<file path="src/hw/rtl/obn_pkg.sv">
// Shared types and constants for the octree box neighbor finder.
// No dependencies; every other file of the block imports this package.
`default_nettype none

package obn_pkg;

    localparam int CODE_W  = 30;
    localparam int COUNT_W = 5;
    localparam int CFG_W   = 4;
    localparam logic [CFG_W-1:0] CFG_RESET = 4'd1;

    typedef enum logic {
        S_IDLE,
        S_WALK
    } t_state;

    // Commands from the controller to the datapath.
    typedef struct packed {
        logic load;   // capture a box code and decode its ranges
        logic step;   // advance to the next candidate combination
        logic push;   // write a result word into the output register
    } t_cmd;

    // Status from the datapath to the controller.
    typedef struct packed {
        logic invalid;   // the captured box code is out of range
        logic self_hit;  // the current combination is the box itself
        logic walk_end;  // the current combination is the final one
    } t_status;

endpackage

`default_nettype wire

</file>
<file path="src/hw/rtl/obn_ctrl.sv">
// Controller of the neighbor finder: sequences capture, walk and output.
// Depends on obn_pkg for the state, command and status types.
`default_nettype none

module obn_ctrl
    import obn_pkg::*;
(
    input  wire          i_clk,
    input  wire          i_rst_n,
    input  wire          i_in_valid,
    output logic         o_in_ready,
    input  wire          i_out_ready,
    output logic         o_out_valid,
    input  wire t_status i_status,
    output t_cmd         o_cmd
);

    t_state r_state, n_state;
    logic   r_out_valid, n_out_valid;
    logic   slot_free;

    always_ff @(posedge i_clk) begin
        if (!i_rst_n) begin
            r_state     <= S_IDLE;
            r_out_valid <= 1'b0;
        end else begin
            r_state     <= n_state;
            r_out_valid <= n_out_valid;
        end
    end

    assign slot_free   = !r_out_valid || i_out_ready;
    assign o_out_valid = r_out_valid;

    always_comb begin
        n_state    = r_state;
        o_cmd      = '0;
        o_in_ready = 1'b0;
        case (r_state)
            S_IDLE: begin
                o_in_ready = 1'b1;
                if (i_in_valid) begin
                    o_cmd.load = 1'b1;
                    n_state    = S_WALK;
                end
            end
            S_WALK: begin
                if (i_status.invalid) begin
                    if (slot_free) begin
                        o_cmd.push = 1'b1;
                        n_state    = S_IDLE;
                    end
                end else if (i_status.self_hit) begin
                    // The box itself is skipped without using the output slot.
                    o_cmd.step = 1'b1;
                    if (i_status.walk_end) begin
                        n_state = S_IDLE;
                    end
                end else if (slot_free) begin
                    o_cmd.push = 1'b1;
                    o_cmd.step = 1'b1;
                    if (i_status.walk_end) begin
                        n_state = S_IDLE;
                    end
                end
            end
            default: begin
                n_state = S_IDLE;
            end
        endcase

        if (o_cmd.push) begin
            n_out_valid = 1'b1;
        end else if (i_out_ready) begin
            n_out_valid = 1'b0;
        end else begin
            n_out_valid = r_out_valid;
        end
    end

endmodule

`default_nettype wire

</file>
<file path="config.mk">
export PLATFORM = sky130hd
export DESIGN_NAME = obn_ctrl
export DESIGN_NICKNAME = d
export VERILOG_FILES = /design/src/hw/rtl/obn_pkg.sv /design/src/hw/rtl/obn_ctrl.sv
export SDC_FILE = /design/constraint.sdc
export NUM_CORES = 1
export LEC_CHECK = 0
export BUFFER_PORTS_ARGS = -buffer_cell sky130_fd_sc_hd__buf_2
export CORE_AREA = 8 8 45 47
export DETAILED_ROUTE_END_ITERATION = 16
export DIE_AREA = 0 0 53 55
export PLACE_DENSITY = 0.3
export SKIP_LAST_GASP = 1
export SLEW_MARGIN = 20
export SYNTH_ARGS = -nofsm -noshare
export SYNTH_HDL_FRONTEND = slang
export SYNTH_SLANG_ARGS = --single-unit
</file>
<file path="constraint.sdc">
create_clock -name i_clk -period 1.5 [get_ports i_clk]
set_input_delay 0.225 -clock i_clk [delete_from_list [all_inputs] [get_ports i_clk]]
set_output_delay 0.225 -clock i_clk [all_outputs]
set_load 0.02 [all_outputs]
</file>
==> results of run 1 <==
-- stage by stage --
step	utilization [%]	total power, mW	instances	worst slack, ns
6_report	15.6	0.225	45	0.253
3_5_place_dp	13.9	0.104	42	0.482
4_1_cts	15.6	0.229	45	0.238
3_3_place_gp	13.9	0.104	42	0.472
5_1_grt	15.6	0.237	45	0.161
2_1_floorplan	-	0.0873	16	0.373
-- kinds of logic (layout without fill, tap and decap cells) --
group | Yosys count | in the layout | synth area share [%]
and+or+nand+nor | 6 | 6 | 29.0
AOI/OAI and AO/OA | 5 | 5 | 27.0
buffers and inverters | 3 | 16 | 12.0
DFF | 2 | 2 | 32.0
-- worst max-delay path: cells and delay by family, from the launching register on --
kind / cells / cell delay [ns]
flip-flops: 1 / 0.32
AND/OR/NAND/NOR: 1 / 0.22
buffers and inverters: 1 / 0.16
AO/OA/AOI/OAI: 1 / 0.10
-- worst min-delay path by stage --
stage | to | slack [ns]
floorplan | r_state$_SDFF_PN0_ | 0.34
global placement | r_state$_SDFF_PN0_ | 0.46
detailed placement | r_state$_SDFF_PN0_ | 0.47
CTS | r_state$_SDFF_PN0_ | 0.23
global route | r_state$_SDFF_PN0_ | 0.24
finish | r_state$_SDFF_PN0_ | 0.23
-- routing by layer --
metal	track usage (%)	wire, µm
met3	7.22	155
met4	0	0
met1	3.79	194
met2	2.54	72
met5	0	0
-- synth_stat cells --
cell type	n	share of area, %
a21boi_1	1	6.0
nor2_1	1	3.0
nor2b_1	1	5.0
nand2b_1	1	5.0
dfxtp_1	2	32
o21ai_1	1	4.0
nand2_1	1	3.0
inv_1	2	6.0
or2b_1	1	6.0
buf_4	1	6.0
nor2b_2	1	7.0
o2bb2ai_1	1	7.0
o21bai_1	1	6.0
a21oi_1	1	4.0
-- layout make-up --
| cell class | count | area share (%) |
|---|---|---|
| multi-input cells | 11 | 32.6 |
| repair buffers | 11 | 25.6 |
| flip-flops and latches | 2 | 18.6 |
| clock buffers | 3 | 10.5 |
| well taps | 16 | 9.30 |
| inverters | 2 | 3.49 |
-- sequential cells by signal (all words and copies together), names as in the netlist --
signal       cells
o_out_valid      1
r_state          1
-- report_power, final --
| group | leakage [nW] | switching [mW] | internal (mW) |
|---|---|---|---|
| combinational | 0.0767 | 0.0247 | 0.0190 |
| sequential | 0.0165 | 0.00277 | 0.0571 |
| clock | 0.0138 | 0.0326 | 0.0884 |
==> impl_metrics.py, run 1 <==
metrics = {
    "cts": {
        "ctsResizeCount": 0,
        "cts.sinks": 2,
        "clockRootBuffer": "clkbuf_4",
        "cts_tree": "yes",
        "htree_levels": 1,
        "cts_buffer_depth": 2,
        "hold_buffers": 0,
        "cts_buffers": 3,
        "clock_latency_ns": 0.23,
        "clk_pin_slew_ns": 0.03,
        "post-cts-setup-buffers": 0,
    },
    "route": {
        "drt-wirelength-per-cell_um": 9.38,
        "dr.pass1.iters": 2,
        "num_vias": 147,
        "via_per_inst": 3.27,
        "route.detailed.drc": 0,
        "routed_wl_um": 422,
        "drt_iter0_drc": 1,
        "ant_nets": 0,
    },
    "worst_setup_path": {
        "path_class": "reg -> out",
        "reg2reg_depth": 3,
        "critical_path.max_fanout": 3,
        "cp-start-kind": "flop",
        "critical_path_required_ns": 1.27,
        "crit_path_top_delay_cell": "dfxtp_1",
        "end_kind": "primary output",
        "regToRegEndpoint": "r_state$_SDFF_PN0_",
        "startpoint": "o_out_valid$_SDFFE_PN0P_",
        "rrSetupSlack_ns": 0.68,
        "crit_chain": "nor2b_1 -> a21oi_1 -> buf_2",
        "cp.arrival_ns": 1.02,
        "worstSetupEndpoint": "o_cmd[1]",
        "rr_startpoint": "r_state$_SDFF_PN0_",
        "cpPeakStageDelay_ns": 0.32,
    },
    "timing": {
        "slew_violations": 0,
        "fmax_mhz": 802,
        "slew-limit-headroom_pct": 83.0,
        "finalSetupViolations": 0,
        "grt_setup_unrepaired": "no",
        "hold_violations": 0,
        "tns_ns": 0,
        "fin_skew_ns": 0.00808,
        "worstMarginPinSlew_ns": 0.253,
        "finalCriticalPeriod_ns": 1.25,
        "holdWs_ns": 0.227,
        "post-route-period-util_pct": 83.1,
    },
    "floorplanning": {
        "die_x_um": 53,
        "initial_core_util_pct": 9.04,
        "ios": 12,
        "die_height_um": 55,
        "core_um2": 1380,
        "dieArea_um2": 2920,
        "num_rows": 14,
    },
    "global_routing": {
        "antenna_found_initial": 0,
        "grt_pass1_wl_um": 655,
        "gr-total-overflow": 0,
        "grt_start_max_net_pins": 5,
        "grt_use_total_pct": 3.55,
        "grt_pass1_vias": 146,
    },
    "final_layout": {
        "final_area_um2": 215,
        "final_cell_mix": "11 x buf_2, 3 x clkbuf_4, 2 x inv_1, 2 x dfxtp_1",
        "drive_above_1_share_pct": 51.7,
        "final_net_count": 38,
        "regArea_um2": 40.0,
        "mostFrequentLayoutCell": "buf_2",
        "multi_input_area_um2": 70.1,
        "antenna_cells": 0,
        "fill_cells": 157,
        "syn2layout_area_growth_pct": 72.0,
    },
    "placement": {
        "placed_area_um2": 193,
        "placement.io_buffers": 11,
        "routabilityCongestion": 0.665,
    },
    "power": {
        "p_leak_nw": 0.107,
        "ir_worst_vdd_uv": 544,
        "cellPowerDensity_nw_per_um2": 1040,
    },
    "synthesis": {
        "synth_warnings": 0,
        "synth_seq_cells": 2,
        "syn_area_um2": 125,
        "postSynthAreaPerCell_um2": 7.82,
        "syn_nets": 23,
        "ys_seq_area_share_pct": 32.0,
        "synth_cell_type_count": 14,
        "syn_inst": 16,
    },
    "min_path": {
        "whs_path_depth": 2,
        "worst_hold_startpoint": "i_rst_n",
        "min_path_type": "in -> reg",
    },
    "outcome": {
        "status": "completed",
    },
    "job": {
        "maxCapViolations": 0,
    },
}
(Power assumes the default switching activity.)
==> inputs of run 2 (changes only) <==
--- a/config.mk
+++ b/config.mk
@@ -5,6 +5,7 @@
 export SDC_FILE = /design/constraint.sdc
 export NUM_CORES = 1
 export LEC_CHECK = 0
+export ABC_AREA = 1
 export BUFFER_PORTS_ARGS = -buffer_cell sky130_fd_sc_hd__buf_2
 export CORE_AREA = 8 8 45 47
 export DETAILED_ROUTE_END_ITERATION = 16
==> constraint.sdc (replaced) <==
create_clock -name i_clk -period 1.3 [get_ports i_clk]
set_input_delay 0.195 -clock i_clk [delete_from_list [all_inputs] [get_ports i_clk]]
set_output_delay 0.195 -clock i_clk [all_outputs]
set_load 0.02 [all_outputs]
==> impl_metrics.py, run 2 <==
metrics = {
    "outcome": {
        "status": "completed",
    },
    "global_routing": {
        "grt_pass1_vias": 203,
        "grt_start_max_net_pins": 6,
        "antenna_found_initial": 0,
        "gr-total-overflow": 0,
        "grt_pass1_wl_um": 683,
        "grt_use_total_pct": 3.60,
    },
    "power": {
        "p_seq_share_pct": 26.7,
        "combPwrFrac_pct": 22.3,
        "sw_frac_of_total_pct": 26.5,
        "p_clk_share_pct": 51.1,
        "ir_worst_vdd_uv": 304,
        "p_int_mw": 0.195,
        "p_leak_nw": 0.146,
        "switchingPower_mw": 0.0703,
        "cellPowerDensity_nw_per_um2": 1000,
    },
    "synthesis": {
        "synthTopCellsByArea": "dfxtp_1 31%, inv_1 20%, a21oi_1 12%, nor2_2 9.6%, nor2_1 8.7%",
        "ys_top_cells_by_count": "7 x inv_1, 3 x a21oi_1, 3 x nor2_1",
        "synth_flop_cell": "dfxtp_1",
        "synth-edff-count": 0,
        "synth_cell_type_count": 9,
        "syn_nets": 29,
        "yosysMostFrequentCell": "inv_1",
        "ys_seq_area_share_pct": 30.8,
        "syn_area_um2": 130,
        "synth_top_area_cell": "dfxtp_1",
        "synth_top_area_share_pct": 30.8,
        "synth_warnings": 0,
        "synth_seq_cells": 2,
        "async_flop_share_pct": 0,
        "syn_inst": 22,
        "postSynthAreaPerCell_um2": 5.91,
    },
    "route": {
        "routed_wl_um": 440,
        "via_per_inst": 3.42,
        "drt_iter0_drc": 3,
        "drt-wirelength-per-cell_um": 8.00,
        "ant_nets": 0,
        "num_vias": 188,
        "route.detailed.drc": 0,
        "dr.pass1.iters": 2,
    },
    "worst_setup_path": {
        "startpoint": "o_out_valid$_SDFFE_PN0P_",
        "reg2reg_depth": 8,
        "cpPeakStageDelay_ns": 0.32,
        "regToRegEndpoint": "o_out_valid$_SDFFE_PN0P_",
        "rr_startpoint": "o_out_valid$_SDFFE_PN0P_",
        "rrSetupSlack_ns": 0.14,
        "cp.arrival_ns": 1.02,
        "end_kind": "primary output",
        "crit_path_top_delay_cell": "dfxtp_2",
        "cp-start-kind": "flop",
        "path_depth": 6,
        "path_class": "reg -> out",
        "crit_chain": "inv_2 -> nor2_4 -> inv_2 -> o21ai_1 -> inv_1 -> buf_6",
        "critical_path.max_fanout": 3,
        "worstSetupEndpoint": "o_cmd[1]",
        "critical_path_required_ns": 1.11,
        "crit_buf_inv": 4,
        "cpMostUsedCell": "inv_2",
        "cp_top_family": "flip-flops",
    },
    "placement": {
        "post-place-ws_ns": 0.237,
        "post-dp-hpwl_um": 369,
        "routabilityCongestion": 0.612,
        "place_inst": 48,
        "placement.io_buffers": 11,
    },
    "timing": {
        "hold_violations": 0,
        "finalSetupViolations": 0,
        "post-route-period-util_pct": 93.6,
        "slew_violations": 0,
        "finalCriticalPeriod_ns": 1.22,
        "worst_slack_ns": 0.0833,
        "grt_setup_unrepaired": "no",
        "tns_ns": 0,
        "fmax_mhz": 822,
        "fin_skew_ns": 0.00533,
        "slew-limit-headroom_pct": 91.9,
        "worstMarginPinSlew_ns": 0.121,
    },
    "cts": {
        "cts.sinks": 2,
        "clk_pin_slew_ns": 0.03,
        "clock_latency_ns": 0.22,
        "clockRootBuffer": "clkbuf_4",
        "cts_buffer_depth": 2,
        "cts_tree": "yes",
        "cts_buffers": 3,
        "htree_levels": 1,
    },
    "final_layout": {
        "stdcell_count": 55,
        "syn2layout_area_growth_pct": 103,
        "mostFrequentLayoutCell": "buf_2",
        "fill_cells": 170,
        "antenna_cells": 0,
        "final_cell_mix": "10 x buf_2, 5 x inv_1, 4 x buf_4",
        "final_net_count": 48,
        "drive_above_1_share_pct": 61.5,
    },
    "min_path": {
        "min_path_type": "in -> reg",
    },
    "floorplanning": {
        "die_height_um": 55,
        "ios": 12,
        "num_rows": 14,
        "core_um2": 1380,
        "die_x_um": 53,
        "dieArea_um2": 2920,
        "initial_core_util_pct": 9.40,
    },
    "job": {
        "maxCapViolations": 0,
    },
}
[run 2: changes by cell type in the layout (fill, tap and decap cells not counted), moves of 2 or more]
| cell | previous run | this run |
|---|---|---|
| buf_4 | 0 | 4 |
| inv_1 | 2 | 5 |
| a21oi_1 | 1 | 3 |
| nor2_1 | 1 | 3 |
| inv_2 | 0 | 2 |
| dfxtp_2 | 0 | 2 |
| dfxtp_1 | 2 | 0 |
[run 2: through the flow]
stage | instance area (µm²) | hold WS [ns] | total power, mW | utilization (%)
floorplan | 130 | 0.327 | 0.101 | -
global placement | 198 | 0.452 | 0.121 | 14.3
detailed placement | 198 | 0.451 | 0.121 | 14.3
CTS | 263 | 0.203 | 0.275 | 19.0
global route | 264 | 0.204 | 0.298 | 19.1
finish | 264 | 0.205 | 0.265 | 19.1
[run 2: cell families after synthesis]
logic type             synth area share (%)
AND/OR/NAND/NOR                        27.9
buffers and inverters                  26.0
AO/OA/AOI/OAI                          15.4
flip-flops                             30.8
[run 2: area by class of cell]
cell class / instances / area (µm²) / share of cell area [%]
well taps: 16 / 20.0 / 7.58
repair buffers: 15 / 91.3 / 34.6
inverters: 7 / 26.3 / 9.95
clock buffers: 3 / 22.5 / 8.53
flip-flops and latches: 2 / 42.5 / 16.1
multi-input cells: 12 / 61.3 / 23.2
[run 2: power groups by stage]
stage,Clock [mW],Combinational [mW],Sequential [mW]
final,0.135,0.0590,0.0706
after global placement,0,0.0506,0.0705
after floorplan,0,0.0290,0.0719
after global routing,0.162,0.0646,0.0714
after detailed placement,0,0.0507,0.0704
after CTS,0.144,0.0601,0.0704
[run 2: what timing repair did]
action                     4_1_cts  5_1_grt
hold buffers                     0        0
buffers inserted                 4        0
gates resized for setup          5        2
setup endpoints to repair        1        2
pin swaps                        2        2
[run 2: layer usage]
metal  routed length (µm)  share of wire, %  global-route usage [%]
met1                  133                30                    2.12
met2                  282                64                    5.86
met3                   24               5.5                    3.48
met4                    0                 0                    3.88
met5                    0                 0                       0
[run 2: worst min path at each step]
stage                     startpoint                       end  slack, ns  cells after the start
after floorplan              i_rst_n  o_out_valid$_SDFFE_PN0P_       0.33                      2
after global placement       i_rst_n        r_state$_SDFF_PN0_       0.45                      3
after detailed placement     i_rst_n        r_state$_SDFF_PN0_       0.45                      3
after CTS                    i_rst_n  o_out_valid$_SDFFE_PN0P_       0.20                      3
after global routing         i_rst_n  o_out_valid$_SDFFE_PN0P_       0.20                      3
final                        i_rst_n  o_out_valid$_SDFFE_PN0P_       0.20                      3
[run 2: worst register-to-register path, cell delays in order (launching register included)]
cell,delay (ns)
dfxtp_2,0.32
inv_2,0.04
nor2_4,0.09
inv_2,0.05
buf_4,0.12
buf_4,0.12
buf_4,0.12
buf_4,0.12
a21oi_1,0.12
==> inputs of run 3 (changes only) <==
==> constraint.sdc (replaced) <==
create_clock -name i_clk -period 1.5 [get_ports i_clk]
set_input_delay 0.225 -clock i_clk [delete_from_list [all_inputs] [get_ports i_clk]]
set_output_delay 0.225 -clock i_clk [all_outputs]
set_load 0.02 [all_outputs]
==> impl_metrics.py, run 3 (synthesis gave the netlist of run 2 again) <==
metrics = {
    "outcome": {
        "status": "completed",
    },
    "worst_setup_path": {
        "end_kind": "primary output",
        "path_class": "reg -> out",
        "cp.arrival_ns": 1.07,
        "critical_path.max_fanout": 3,
        "cpPeakStageDelay_ns": 0.31,
        "cp-start-kind": "flop",
        "cpMostUsedCell": "inv_1",
        "cp_top_family": "buffers and inverters",
        "rr_startpoint": "r_state$_SDFF_PN0_",
        "crit_path_top_delay_cell": "dfxtp_1",
        "startpoint": "o_out_valid$_SDFFE_PN0P_",
        "critical_path_required_ns": 1.27,
        "crit_chain": "inv_1 -> nor2_2 -> inv_1 -> o21ai_1 -> inv_1 -> buf_2",
        "crit_buf_inv": 4,
    },
    "route": {
        "ant_nets": 0,
        "met3_length_um": 13,
        "num_vias": 165,
        "via_per_inst": 3.24,
        "dr.pass1.iters": 1,
        "route.detailed.drc": 0,
        "drt-wirelength-per-cell_um": 8.53,
        "routedLengthMet1_um": 152,
        "top_layer": "met3",
        "routed_wl_um": 435,
        "routed-wl-met2_um": 270,
        "drt_iter0_drc": 0,
    },
    "placement": {
        "place_inst": 48,
        "routabilityCongestion": 0.585,
        "placement.io_buffers": 11,
        "post-place-ws_ns": 0.426,
    },
    "power": {
        "p_seq_share_pct": 27.0,
        "switchingPower_mw": 0.0610,
        "p_leak_nw": 0.127,
        "p_int_mw": 0.162,
        "cellPowerDensity_nw_per_um2": 1010,
        "ir_worst_vdd_uv": 263,
        "sw_frac_of_total_pct": 27.3,
        "p_total_mw": 0.223,
        "combPwrFrac_pct": 19.3,
        "p_clk_share_pct": 53.7,
    },
    "cts": {
        "clock_latency_ns": 0.23,
        "cts_buffers": 3,
        "clk_pin_slew_ns": 0.03,
        "htree_levels": 1,
        "cts_tree": "yes",
        "cts.sinks": 2,
        "clockRootBuffer": "clkbuf_4",
        "hold_buffers": 0,
        "ctsResizeCount": 0,
        "cts_buffer_depth": 2,
        "post-cts-setup-buffers": 0,
    },
    "global_routing": {
        "grt_start_max_net_pins": 6,
        "grt_pass1_vias": 175,
        "gr-total-overflow": 0,
        "grt_use_total_pct": 3.55,
        "antenna_found_initial": 0,
        "grt_pass1_wl_um": 655,
    },
    "final_layout": {
        "stdcell_count": 51,
        "drive_above_1_share_pct": 45.7,
        "mostFrequentLayoutCell": "buf_2",
        "fill_cells": 167,
        "final_net_count": 44,
        "syn2layout_area_growth_pct": 69.2,
        "antenna_cells": 0,
        "final_cell_mix": "11 x buf_2, 7 x inv_1, 3 x nor2_1, 3 x a21oi_1, 3 x clkbuf_4",
    },
    "floorplanning": {
        "dieArea_um2": 2920,
        "die_height_um": 55,
        "die_x_um": 53,
        "initial_core_util_pct": 9.40,
        "core_um2": 1380,
        "num_rows": 14,
        "ios": 12,
    },
    "timing": {
        "slew-limit-headroom_pct": 87.7,
        "hold_violations": 0,
        "fin_skew_ns": 0.00377,
        "slew_violations": 0,
        "tns_ns": 0,
        "fmax_mhz": 774,
        "finalSetupViolations": 0,
        "worst_slack_ns": 0.208,
        "finalCriticalPeriod_ns": 1.29,
        "worstMarginPinSlew_ns": 0.184,
        "post-route-period-util_pct": 86.2,
        "grt_setup_unrepaired": "no",
    },
    "job": {
        "maxCapViolations": 0,
    },
    "min_path": {
        "min_path_type": "in -> reg",
        "worst_hold_startpoint": "i_rst_n",
    },
}
## run 3: cell count changes in the layout (fill, tap and decap cells not counted), sizes merged
cell,before,now
buf,15,11
## run 3: per-layer routing
| metal | vias up | global-route usage [%] |
|---|---|---|
| met5 | - | 0 |
| met4 | 0 | 3.88 |
| met3 | 0 | 3.21 |
| met2 | 4 | 5.47 |
| met1 | 72 | 2.42 |
| li1 | 89 | - |
## run 3: worst min-delay path, cell delays in order
cell	delay, ns
buf_2	0.10
inv_1	0.06
a21oi_1	0.04
## run 3: path summary, 6_finish.rpt
path                                                  to  depth (start not counted)  slack [ns]
worst max-delay path                            o_cmd[1]                          6        0.21
worst max register to register        r_state$_SDFF_PN0_                          3        0.71
worst min register to register  o_out_valid$_SDFFE_PN0P_                          2        0.54
worst min-delay path            o_out_valid$_SDFFE_PN0P_                          3        0.24
## run 3: layout make-up
class	count	area [µm²]	share of cell area, %
multi-input combinational	12	56.3	25.6
timing repair buffer	11	55.1	25.0
sequential	2	40.0	18.2
inverter	7	26.3	11.9
clock buffer	3	22.5	10.2
tap	16	20.0	9.09
## run 3: power by group through the flow
stage / combinational, mW / clock (mW) / sequential [mW]
global placement: 0.0443 / 0 / 0.0612
global route: 0.0476 / 0.138 / 0.0612
CTS: 0.0442 / 0.128 / 0.0605
floorplan: 0.0251 / 0 / 0.0623
finish: 0.0431 / 0.120 / 0.0603
detailed placement: 0.0442 / 0 / 0.0611
## run 3: metrics by stage
stage / hold WS [ns] / instance area [µm²] / utilization (%)
floorplan: 0.357 / 130 / -
global placement: 0.485 / 198 / 14.3
detailed placement: 0.486 / 198 / 14.3
CTS: 0.243 / 220 / 15.9
global route: 0.247 / 220 / 15.9
finish: 0.243 / 220 / 15.9
